===== src/design/dcr_pkg.sv =====
// ---------------------------------------------------------------------------
// dcr_pkg
// Shared types, widths and codes of the grid ray caster.
// ---------------------------------------------------------------------------
`default_nettype none

package dcr_pkg;

  // fixed point format
  localparam int FRAC_BITS = 16;
  localparam int SAT31     = 32'h7FFF_FFFF;

  // arithmetic unit widths
  localparam int DIV_NUM_W = 33;
  localparam int DIV_DEN_W = 34;
  localparam int MUL_A_W   = 34;
  localparam int MUL_B_W   = 31;
  localparam int MUL_P_W   = MUL_A_W + MUL_B_W;

  // datapath widths
  localparam int CAM_W   = 31;
  localparam int RAY_W   = 34;
  localparam int DELTA_W = 31;
  localparam int SD_W    = 44;
  localparam int COORD_W = 10;
  localparam int LINE_W  = 16;
  localparam int WC_W    = MUL_P_W + 2;

  localparam logic [DIV_NUM_W-1:0] RECIP_NUM = DIV_NUM_W'(1) << (2 * FRAC_BITS);
  localparam logic [12:0] MAX_HEIGHT = 13'd4096;
  localparam logic [LINE_W-1:0] LINE_BOUND_MULT = 16'd10;

  // opcodes
  localparam logic OP_WRITE = 1'b0;
  localparam logic OP_CAST  = 1'b1;

  // register indexes
  localparam logic [2:0] CFG_POS_X        = 3'd0;
  localparam logic [2:0] CFG_POS_Y        = 3'd1;
  localparam logic [2:0] CFG_DIR_X        = 3'd2;
  localparam logic [2:0] CFG_DIR_Y        = 3'd3;
  localparam logic [2:0] CFG_PLANE_X      = 3'd4;
  localparam logic [2:0] CFG_PLANE_Y      = 3'd5;
  localparam logic [2:0] CFG_SCREEN_WIDTH = 3'd6;
  localparam logic [2:0] CFG_FRAME_HEIGHT = 3'd7;

  // hit side and wall face codes
  localparam logic SIDE_X = 1'b0;
  localparam logic SIDE_Y = 1'b1;
  localparam logic [1:0] FACE_EAST  = 2'd0;
  localparam logic [1:0] FACE_WEST  = 2'd1;
  localparam logic [1:0] FACE_NORTH = 2'd2;
  localparam logic [1:0] FACE_SOUTH = 2'd3;

  typedef enum logic [3:0] {
    ST_CLEAR,
    ST_IDLE,
    ST_CAM,
    ST_RX,
    ST_RY,
    ST_DDX,
    ST_DDY,
    ST_SDX,
    ST_SDY,
    ST_STEP,
    ST_TEST,
    ST_LINE,
    ST_WC,
    ST_DONE
  } state_t;

  typedef struct packed {
    logic                 start;
    logic [DIV_NUM_W-1:0] num;
    logic [DIV_DEN_W-1:0] den;
  } div_req_t;

  typedef struct packed {
    logic               start;
    logic [MUL_A_W-1:0] a;
    logic [MUL_B_W-1:0] b;
  } mul_req_t;

endpackage

`default_nettype wire


===== src/design/dcr_divider.sv =====
// ---------------------------------------------------------------------------
// dcr_divider
// Restoring unsigned divider, one quotient bit per cycle.
// ---------------------------------------------------------------------------
`default_nettype none

module dcr_divider (
  input  wire logic                         clk,
  input  wire logic                         rst_n,
  input  wire dcr_pkg::div_req_t            req,
  output logic                              done,
  output logic [dcr_pkg::DIV_NUM_W-1:0]     quot
);
  import dcr_pkg::*;

  localparam int CW = $clog2(DIV_NUM_W + 1);

  logic [DIV_DEN_W:0]   rem_r, rem_nxt;
  logic [DIV_NUM_W-1:0] quo_r, quo_nxt;
  logic [DIV_DEN_W-1:0] den_r;
  logic [CW-1:0]        cnt_r;
  logic                 busy_r, done_r;
  logic [DIV_DEN_W:0]   trial;

  always_comb begin
    trial = {rem_r[DIV_DEN_W-1:0], quo_r[DIV_NUM_W-1]};
    if (trial >= {1'b0, den_r}) begin
      rem_nxt = trial - {1'b0, den_r};
      quo_nxt = {quo_r[DIV_NUM_W-2:0], 1'b1};
    end else begin
      rem_nxt = trial;
      quo_nxt = {quo_r[DIV_NUM_W-2:0], 1'b0};
    end
  end

  always_ff @(posedge clk) begin
    if (!rst_n) begin
      busy_r <= 1'b0;
      done_r <= 1'b0;
      cnt_r  <= '0;
    end else begin
      done_r <= 1'b0;
      if (req.start) begin
        busy_r <= 1'b1;
        cnt_r  <= CW'(DIV_NUM_W);
      end else if (busy_r) begin
        cnt_r <= cnt_r - CW'(1);
        if (cnt_r == CW'(1)) begin
          busy_r <= 1'b0;
          done_r <= 1'b1;
        end
      end
    end
  end

  always_ff @(posedge clk) begin
    if (req.start) begin
      rem_r <= '0;
      quo_r <= req.num;
      den_r <= req.den;
    end else if (busy_r) begin
      rem_r <= rem_nxt;
      quo_r <= quo_nxt;
    end
  end

  assign done = done_r;
  assign quot = quo_r;

endmodule

`default_nettype wire


===== config.mk =====
export PLATFORM = sky130hd
export DESIGN_NAME = dcr_divider
export DESIGN_NICKNAME = d
export VERILOG_FILES = /design/src/design/dcr_pkg.sv /design/src/design/dcr_divider.sv
export SDC_FILE = /design/constraint.sdc
export NUM_CORES = 1
export LEC_CHECK = 0
export ABC_AREA = 1
export BUFFER_PORTS_ARGS = -buffer_cell sky130_fd_sc_hd__buf_2
export CAP_MARGIN = 20
export CORE_MARGIN = 5
export CORE_UTILIZATION = 30
export DETAILED_ROUTE_END_ITERATION = 6
export GPL_TIMING_DRIVEN = 1
export SYNTH_ARGS = -nofsm -noshare
export SYNTH_HDL_FRONTEND = slang
export SYNTH_SLANG_ARGS = --single-unit

===== constraint.sdc =====
create_clock -name clk -period 3.2 [get_ports clk]
set_clock_uncertainty 0.1 [all_clocks]
set_input_delay 0.32 -clock clk [delete_from_list [all_inputs] [get_ports clk]]
set_output_delay 0.32 -clock clk [all_outputs]
set_load 0.005 [all_outputs]

==> metrics.txt <==
status finished clean; post-synthesis sequential area ratio 0.401; post-route minimum period about 2.7 ns; predominant post-synthesis flop cell edfxtp_1; EDFF count, synth 67; Worst slew margin 0.319; I/O pin count around 100; Routed Antenna Nets 0; max_cap viols 0; Avg Cell Area, Syn 7.09 um2; CP Max Fanout 37; initial antenna violation count 1; final worst setup slack between 0.5 and 0.6 ns; worst hold slack around 0.021 ns; Clk Latency, worst-skew pair roughly 0.37 ns; Die H about 160 um; Leak Pwr 4.34 nW; CP startpoint kind register; synthesized area 7120 um2; final std cells w/o fill between 1000 and 1500; Tot Pwr between 3 and 4 mW; width of the chip 164 um; Synthesis Warnings 0; ratio of cells with drive above 1 in the final layout 0.147; nets 1209; period utilization 0.838; switching power between 0.9 and 1 mW; Overflow after GRT 0; Final Setup Violations 0; Total GRT Usage 0.148; PD cells just under 400 nW/um2; internal power between 2 and 2.5 mW; drt initial violations slightly above 400; largest net degree at the start of global routing 54; Max rail drop VDD 0.000239 V; final core utilization 0.353; Seq cells post-synth about 110; post-CTS setup repair buffer count 0; CP Class register to register; WHS Path Cells 1; fmax between 300 and 400 MHz; diode count 0; nature of the critical path endpoint register; DR WL/cell approximately 14 um; dpl ws around 0.54 ns; Net Count, Synth 1111; reg2reg end rem_r[13]; Seq pwr share 0.503; post-CTS sizing 0; DPL Wire Length 14700 um; Rows 56; switching share of power 0.287; setup TNS 0 ns; CTS tree yes; R2R Path Start den_r[14]; drc violations 0; CTS H-tree depth 3; clk buf depth 2; Vias around 6400; post-synth cell types 39; area grow syn2layout 16.1%; DRT Wirelength slightly below 20000 um; PortBufs 103; min-delay src req[30]; Slew @ Worst Pin slightly above 1 ns; worst hold endpoint den_r[30]; Clk pwr share 0.363; combinational share of power 0.134; Critical Path RT between 3 and 4 ns; Root Buffer clkbuf_16; Post-Synthesis Cells between 1000 and 1500; unrepaired setup endpoints after global routing false; clock sinks roughly 110; DR vias/cell 4.50; first-pass GRT wire length roughly 32000 um; vias in the first global route ~6300; GPL Wtd Cong between 0.9 and 1; final hold violations 0; CTS clk-pin slew, worst paths 0.09 ns; crit path DAT 2.88 ns; total die area about 27000 um2; # hold bufs at CTS 0; Worst R2R Path Depth 15; Starting Density 0.304; post-route cell area between 8000 and 9000 um2; FF-to-FF setup slack 0.52 ns; core area around 23000 um2; max-slew violations 0; Placed Instance Area ~8000 um2; placed cell count between 1000 and 1500; Num CTS Buffers 9; Post-synth ARST share 0; DR pass1 iterations 5; Worst Hold Class primary input to register
-- synthesized netlist by cell type (4+ instances only) --
master,number,share of area
nor2_1,51,0.027
a21oi_1,28,0.020
nor3_1,6,0.0042
o21ai_0,18,0.013
nand2_2,4,0.0035
nand3_1,87,0.061
inv_1,169,0.089
inv_2,12,0.0063
nand4_1,7,0.0062
nor2_2,4,0.0035
nand2_1,372,0.20
nand3_2,8,0.011
edfxtp_1,67,0.28
o21ai_1,16,0.011
ha_1,36,0.063
nand3b_1,16,0.017
dfxtp_1,42,0.12
xnor2_1,15,0.018
buf_2,7,0.0049
clkbuf_1,8,0.0042
-- layer usage --
metal / vias up / GRT usage / share of wire
met5: - / 0 / 0.00036
met4: 2 / 0.0419 / 0.017
met3: 26 / 0.0396 / 0.067
met2: 175 / 0.236 / 0.43
met1: 2875 / 0.199 / 0.48
li1: 3346 / - / -
-- state kept, by name, summed over array words and instances (netlist names) --
name / cells
quot: 33
rem_r: 34
den_r: 34
cnt_r: 6
done: 1
busy_r: 1
-- critical path, stage by stage, from the launching register on --
cell	delay [ns]
edfxtp_1	0.36
inv_1	0.08
ha_1	0.29
nand2_1	0.11
nand2_1	0.11
inv_2	0.06
nand2_1	0.07
nand2_1	0.06
nand2_1	0.08
a21oi_2	0.16
nand2_2	0.09
nand2_4	0.37
nand2_8	0.27
nand2_1	0.13
nand3_1	0.12
o21ai_1	0.11
-- power by group through the flow --
stage | Sequential [mW] | Combinational (mW) | Clock [mW]
after detailed placement | 1.67 | 0.439 | 0
after global placement | 1.67 | 0.437 | 0
after CTS | 1.64 | 0.440 | 1.22
final | 1.64 | 0.437 | 1.18
after global routing | 1.65 | 0.499 | 1.28
after floorplan | 1.66 | 0.258 | 0
-- cell usage in the layout (no fill, tap or decap), drive strengths merged --
cell type,count
fa,1
a21oi,30
nand2,378
nand4,7
edfxtp,67
inv,186
xnor2,15
clkbuf,9
or2,2
clkinvlp,1
and3,2
clkinv,1
a31oi,1
nor3,8
o21bai,3
dfxtp,42
nor4,1
nor2,56
a211oi,1
o21ai,34
nand3b,16
xor2,3
nor3b,3
ha,36
buf,109
nand3,95
-- logic make-up (layout without fill, tap and decap cells) --
family,count (synthesis),in the layout,share of synthesized area
xor gates and xnor gates,18,18,0.0222
adders and majority gates,37,37,0.0661
AOI/OAI and AO/OA,69,69,0.0522
DFF,109,109,0.401
buffers and inverters,203,306,0.113
and+or+nand+nor,568,568,0.346
-- worst max path at each step --
stage,from,end,slack [ns],cells after the start
3_5_place_dp,den_r[14],rem_r[13],0.54,13
2_1_floorplan,req[67],quot[0],0.67,4
6_report,den_r[14],rem_r[13],0.52,15
5_1_grt,den_r[14],rem_r[13],0.31,15
4_1_cts,den_r[12],rem_r[13],0.53,13
3_3_place_gp,den_r[14],rem_r[13],0.48,13
-- area by class of cell --
cell class / instances / area [um2]
clock buffer: 9 / 225
inverter: 181 / 679
clock inverter: 7 / 82.6
sequential: 109 / 2850
multi-input combinational: 692 / 3470
tap: 319 / 399
timing repair buffer: 109 / 561
fill: 2578 / 15100
Note: power is estimated with default switching activity, not from simulation.
