==> config.mk <==
export PLATFORM = sky130hd
export DESIGN_NAME = dcr_multiplier
export DESIGN_NICKNAME = d
export VERILOG_FILES = /design/src/design/dcr_pkg.sv /design/src/design/dcr_multiplier.sv
export SDC_FILE = /design/constraint.sdc
export NUM_CORES = 1
export LEC_CHECK = 0
export BUFFER_PORTS_ARGS = -buffer_cell sky130_fd_sc_hd__buf_2
export CORE_MARGIN = 2
export CORE_UTILIZATION = 45
export DETAILED_ROUTE_END_ITERATION = 8
export GPL_TIMING_DRIVEN = 0
export PLACE_DENSITY = 0.74
export SKIP_CTS_REPAIR_TIMING = 1
export SLEW_MARGIN = 20
export SYNTH_ARGS = -nofsm -noshare
export SYNTH_HDL_FRONTEND = slang
export SYNTH_SLANG_ARGS = --single-unit
==> constraint.sdc <==
create_clock -name clk -period 4.36 [get_ports clk]
set_clock_uncertainty 0.15 [all_clocks]
set_input_delay 0.436 -clock clk [delete_from_list [all_inputs] [get_ports clk]]
set_output_delay 0.436 -clock clk [all_outputs]
set_load 0.1 [all_outputs]
==> src/design/dcr_pkg.sv <==
// ---------------------------------------------------------------------------
// dcr_pkg
// Shared types, widths and codes of the grid ray caster.
// ---------------------------------------------------------------------------
`default_nettype none

package dcr_pkg;

  // fixed point format
  localparam int FRAC_BITS = 16;
  localparam int SAT31     = 32'h7FFF_FFFF;

  // arithmetic unit widths
  localparam int DIV_NUM_W = 33;
  localparam int DIV_DEN_W = 34;
  localparam int MUL_A_W   = 34;
  localparam int MUL_B_W   = 31;
  localparam int MUL_P_W   = MUL_A_W + MUL_B_W;

  // datapath widths
  localparam int CAM_W   = 31;
  localparam int RAY_W   = 34;
  localparam int DELTA_W = 31;
  localparam int SD_W    = 44;
  localparam int COORD_W = 10;
  localparam int LINE_W  = 16;
  localparam int WC_W    = MUL_P_W + 2;

  localparam logic [DIV_NUM_W-1:0] RECIP_NUM = DIV_NUM_W'(1) << (2 * FRAC_BITS);
  localparam logic [12:0] MAX_HEIGHT = 13'd4096;
  localparam logic [LINE_W-1:0] LINE_BOUND_MULT = 16'd10;

  // opcodes
  localparam logic OP_WRITE = 1'b0;
  localparam logic OP_CAST  = 1'b1;

  // register indexes
  localparam logic [2:0] CFG_POS_X        = 3'd0;
  localparam logic [2:0] CFG_POS_Y        = 3'd1;
  localparam logic [2:0] CFG_DIR_X        = 3'd2;
  localparam logic [2:0] CFG_DIR_Y        = 3'd3;
  localparam logic [2:0] CFG_PLANE_X      = 3'd4;
  localparam logic [2:0] CFG_PLANE_Y      = 3'd5;
  localparam logic [2:0] CFG_SCREEN_WIDTH = 3'd6;
  localparam logic [2:0] CFG_FRAME_HEIGHT = 3'd7;

  // hit side and wall face codes
  localparam logic SIDE_X = 1'b0;
  localparam logic SIDE_Y = 1'b1;
  localparam logic [1:0] FACE_EAST  = 2'd0;
  localparam logic [1:0] FACE_WEST  = 2'd1;
  localparam logic [1:0] FACE_NORTH = 2'd2;
  localparam logic [1:0] FACE_SOUTH = 2'd3;

  typedef enum logic [3:0] {
    ST_CLEAR,
    ST_IDLE,
    ST_CAM,
    ST_RX,
    ST_RY,
    ST_DDX,
    ST_DDY,
    ST_SDX,
    ST_SDY,
    ST_STEP,
    ST_TEST,
    ST_LINE,
    ST_WC,
    ST_DONE
  } state_t;

  typedef struct packed {
    logic                 start;
    logic [DIV_NUM_W-1:0] num;
    logic [DIV_DEN_W-1:0] den;
  } div_req_t;

  typedef struct packed {
    logic               start;
    logic [MUL_A_W-1:0] a;
    logic [MUL_B_W-1:0] b;
  } mul_req_t;

endpackage

`default_nettype wire

==> src/design/dcr_multiplier.sv <==
// ---------------------------------------------------------------------------
// dcr_multiplier
// Shift-and-add unsigned multiplier, one multiplier bit per cycle.
// ---------------------------------------------------------------------------
`default_nettype none

module dcr_multiplier (
  input  wire logic                       clk,
  input  wire logic                       rst_n,
  input  wire dcr_pkg::mul_req_t          req,
  output logic                            done,
  output logic [dcr_pkg::MUL_P_W-1:0]     prod
);
  import dcr_pkg::*;

  localparam int CW = $clog2(MUL_B_W + 1);

  logic [MUL_P_W-1:0] acc_r, a_sh_r;
  logic [MUL_B_W-1:0] b_r;
  logic [CW-1:0]      cnt_r;
  logic               busy_r, done_r;

  always_ff @(posedge clk) begin
    if (!rst_n) begin
      busy_r <= 1'b0;
      done_r <= 1'b0;
      cnt_r  <= '0;
    end else begin
      done_r <= 1'b0;
      if (req.start) begin
        busy_r <= 1'b1;
        cnt_r  <= CW'(MUL_B_W);
      end else if (busy_r) begin
        cnt_r <= cnt_r - CW'(1);
        if (cnt_r == CW'(1)) begin
          busy_r <= 1'b0;
          done_r <= 1'b1;
        end
      end
    end
  end

  always_ff @(posedge clk) begin
    if (req.start) begin
      acc_r  <= '0;
      a_sh_r <= MUL_P_W'(req.a);
      b_r    <= req.b;
    end else if (busy_r) begin
      if (b_r[0]) begin
        acc_r <= acc_r + a_sh_r;
      end
      a_sh_r <= a_sh_r << 1;
      b_r    <= b_r >> 1;
    end
  end

  assign done = done_r;
  assign prod = acc_r;

endmodule

`default_nettype wire

==> flow_summary.toml <==
[global_route]
global_route.overflow_total = 0
globalRouteTotalUtil_pct = 22.43
maximum_number_of_pins_on_one_net_before_global_route_repair = 43
antenna_found_initial = 1
grt_pass1_wl_mm = 43.07
first_global_vias = 8556

[die]
design.core.area_sq_um = 21960
die_w_microns = 153.8
num_rows = 54
floorplan.die.height_microns = 153.8
io-pin-count = 134
floorplan.initialDensity_pct = 45.99
die_area_sq_um = 23660

[synthesis]
yosys.cell_types.count = 64
synthesis.nets = 1225
synth.yosys.warnings = 0
synth.avg_cell_area_sq_um = 9.265
share_of_synthesized_area_occupied_by_flip_flops_and_latches_pct = 39.75
post-synth-top-area-fraction_pct = 20.42
ys.flop_type = "sky130_fd_sc_hd__dfxtp_1"
synth.ff_latch_count = 168
synth_top_cells_by_area = "sky130_fd_sc_hd__dfxtp_1, sky130_fd_sc_hd__edfxtp_1, sky130_fd_sc_hd__ha_1"
synth_largest_area_cell = "sky130_fd_sc_hd__dfxtp_1"
syn_inst_count = 1090
ys_async_sr_fraction_pct = 0
mapped_cell_area_sq_um = 10100
synth_edf_count = 65

[layout]
number_of_fill_cells_in_the_layout = 2033
layout-drive-gt1-share_pct = 19.36
fin_util_pct = 53.31
layout.cells.most_common = "sky130_fd_sc_hd__nand2_1"
final_area_sq_um = 11710
nets = 1377
layout.cells.most_common_list = "sky130_fd_sc_hd__nand2_1, sky130_fd_sc_hd__buf_2, sky130_fd_sc_hd__a21oi_1, sky130_fd_sc_hd__dfxtp_1, sky130_fd_sc_hd__nor2_1"
area_growth_pct = 15.92

[power_and_ir_drop]
power_density_nw_per_um2 = 356.8
p_leak_nw = 5.200
ir_drop_mv = 0.2696

[clock_tree]
clk_latency_ps = 440
cts_max_path_buffers = 2
cts_inserted_buffers = 17
clk_transition_reported_paths_ps = 70
cts_tree = "yes"
number_of_h_tree_levels = 4
clk_root_buffer_cell = "sky130_fd_sc_hd__clkbuf_16"
clock-sinks = 168

[setup_path]
required_ps = 4540
critPathArrivalTime_ps = 4120
crit_path_max_fanout = 6
critPathLaunchType = "flip-flop"
worstSetupPathType = "flip-flop to flip-flop"
setup.worst_path.end_class = "flip-flop"

[drt]
wl_per_cell_microns = 16.96
post_drt_via_cell_ratio = 5.645
vias = 8670
residual_antenna_violating_net_count_after_detailed_routing = 0
detail_route.first_pass.iterations = 5
drtIter0Drc = 617
total_wirelength_mm = 26.05
post-route-drc-count = 0

[sta]
worst-slew-pin-transition_ps = 740.4
final_period_util_pct = 90.35
final-max-slew-violation-count = 0
fmaxAchievable_ghz = 0.2538
finalHoldViolCount = 0
slew-limit-headroom_pct = 50.64
setup_total_negative_slack_ps = 0
timing.final.crit_period_ps = 3939
setup_viol_count_final = 0
grt_setup_unrepaired = "false"

[status]
outcome = "finished, final reports clean"

[placed_design]
routabilityCongestion = 0.9159
hpwl_mm = 20.10
placedInstanceArea_sq_um = 11130
placement.io_buffers = 132

[flow_run]
max_cap_viol_count = 0

[min_path]
hold_class = "input port to flip-flop"
final timing paths:
path	startpoint	to	slack, ps	cells past startpoint
max	a_sh_r[0]	prod[64]	420	12
min	req[30]	b_r[30]	130	2
max reg2reg	a_sh_r[0]	prod[64]	420	12
min reg2reg	prod[33]	prod[33]	320	2
state kept, by name, indices dropped and copies added (netlist names):
name and flops:
a_sh_r 65, prod 65, b_r 31, cnt_r 5, busy_r 1, done 1
layout make-up:
class / count / area (sq um) / area share (%)
multi-input cells: 847 / 5803 / 49.57
flip-flops and latches: 168 / 4014 / 34.29
repair buffers: 133 / 680.7 / 5.814
clock buffers: 18 / 439.2 / 3.752
well taps: 280 / 350.3 / 2.993
plain buffers: 60 / 227.7 / 1.945
clock inverters: 14 / 132.6 / 1.133
inverters: 15 / 56.30 / 0.4810
diodes: 1 / 2.502 / 0.02138
worst max-delay path, cell delays in order, from the launching register on:
cell and delay [ps]:
sky130_fd_sc_hd__edfxtp_1 390, sky130_fd_sc_hd__ha_1 230, sky130_fd_sc_hd__fa_1 410, sky130_fd_sc_hd__a21o_1 240
sky130_fd_sc_hd__a221oi_2 230, sky130_fd_sc_hd__o21ba_2 200, sky130_fd_sc_hd__o21ai_2 130, sky130_fd_sc_hd__a211o_2 410
sky130_fd_sc_hd__a311oi_4 430, sky130_fd_sc_hd__o21ai_2 190, sky130_fd_sc_hd__a31oi_2 250, sky130_fd_sc_hd__mux2i_1 230
sky130_fd_sc_hd__mux2_1 330
logic make-up after synthesis:
kind of cell | Yosys count | synth area share [%]
XOR/XNOR | 53 | 4.597
buffers and inverters | 75 | 2.813
multiplexers | 96 | 10.31
adder cells (fa/ha/maj) | 67 | 8.376
AO/OA/AOI/OAI | 303 | 19.22
flip-flops | 168 | 39.75
AND/OR/NAND/NOR | 328 | 14.94
power breakdown:
group          total [mW]  switching [mW]  internal [mW]
combinational       0.876           0.585          0.291
clock                1.49           0.720          0.774
sequential           1.81          0.0610           1.75
total                4.18            1.37           2.81
synthesized netlist by cell type (2+ instances only):
cell type	count
sky130_fd_sc_hd__nor4_1	6
sky130_fd_sc_hd__nor2_1	71
sky130_fd_sc_hd__o211ai_1	4
sky130_fd_sc_hd__a21oi_1	117
sky130_fd_sc_hd__o21a_1	11
sky130_fd_sc_hd__a31oi_1	11
sky130_fd_sc_hd__nand4_1	21
sky130_fd_sc_hd__a221oi_1	2
sky130_fd_sc_hd__xnor2_1	31
sky130_fd_sc_hd__nand3_1	23
sky130_fd_sc_hd__dfxtp_1	103
sky130_fd_sc_hd__o32ai_1	2
sky130_fd_sc_hd__buf_2	2
sky130_fd_sc_hd__a21boi_0	10
sky130_fd_sc_hd__nand2b_1	5
sky130_fd_sc_hd__or3_1	5
sky130_fd_sc_hd__o31ai_1	9
sky130_fd_sc_hd__nor4b_1	3
sky130_fd_sc_hd__and3_1	8
sky130_fd_sc_hd__mux2_2	63
sky130_fd_sc_hd__o31a_1	2
sky130_fd_sc_hd__mux2i_1	32
sky130_fd_sc_hd__nand3b_1	2
sky130_fd_sc_hd__buf_1	7
sky130_fd_sc_hd__o21ai_2	2
sky130_fd_sc_hd__or2_2	2
sky130_fd_sc_hd__and4_1	4
sky130_fd_sc_hd__o21ai_0	42
sky130_fd_sc_hd__inv_1	15
sky130_fd_sc_hd__a311oi_1	2
sky130_fd_sc_hd__clkbuf_1	51
sky130_fd_sc_hd__a211o_1	3
sky130_fd_sc_hd__and2_1	11
sky130_fd_sc_hd__o21bai_1	11
sky130_fd_sc_hd__nor2b_1	6
sky130_fd_sc_hd__ha_1	66
sky130_fd_sc_hd__nand2_1	140
sky130_fd_sc_hd__a21o_1	54
sky130_fd_sc_hd__edfxtp_1	65
sky130_fd_sc_hd__a41oi_1	4
sky130_fd_sc_hd__xor2_1	22
sky130_fd_sc_hd__a22o_1	3
sky130_fd_sc_hd__nor3_1	16
per-stage QoR:
stage          power (mW)  worst slack, ps  hold slack [ps]  cells
2_1_floorplan       2.507            462.8            324.1   1090
3_3_place_gp        2.693            510.7            309.9   1502
3_5_place_dp        2.711            467.8            315.0   1503
4_1_cts             4.191            446.1            124.6   1535
5_1_grt             4.340            260.8            139.9   1535
6_report            4.176            420.6            130.2   1536
metal layers:
metal / track usage (%) / vias up / routed length (microns)
li1: - / 4297 / -
met1: 30.07 / 4045 / 12150
met3: 4.284 / 41 / 1528
met2: 35.97 / 287 / 11550
met5: 0 / - / 0
met4: 8.767 / 0 / 811
Power figures use the tool's default switching activity.
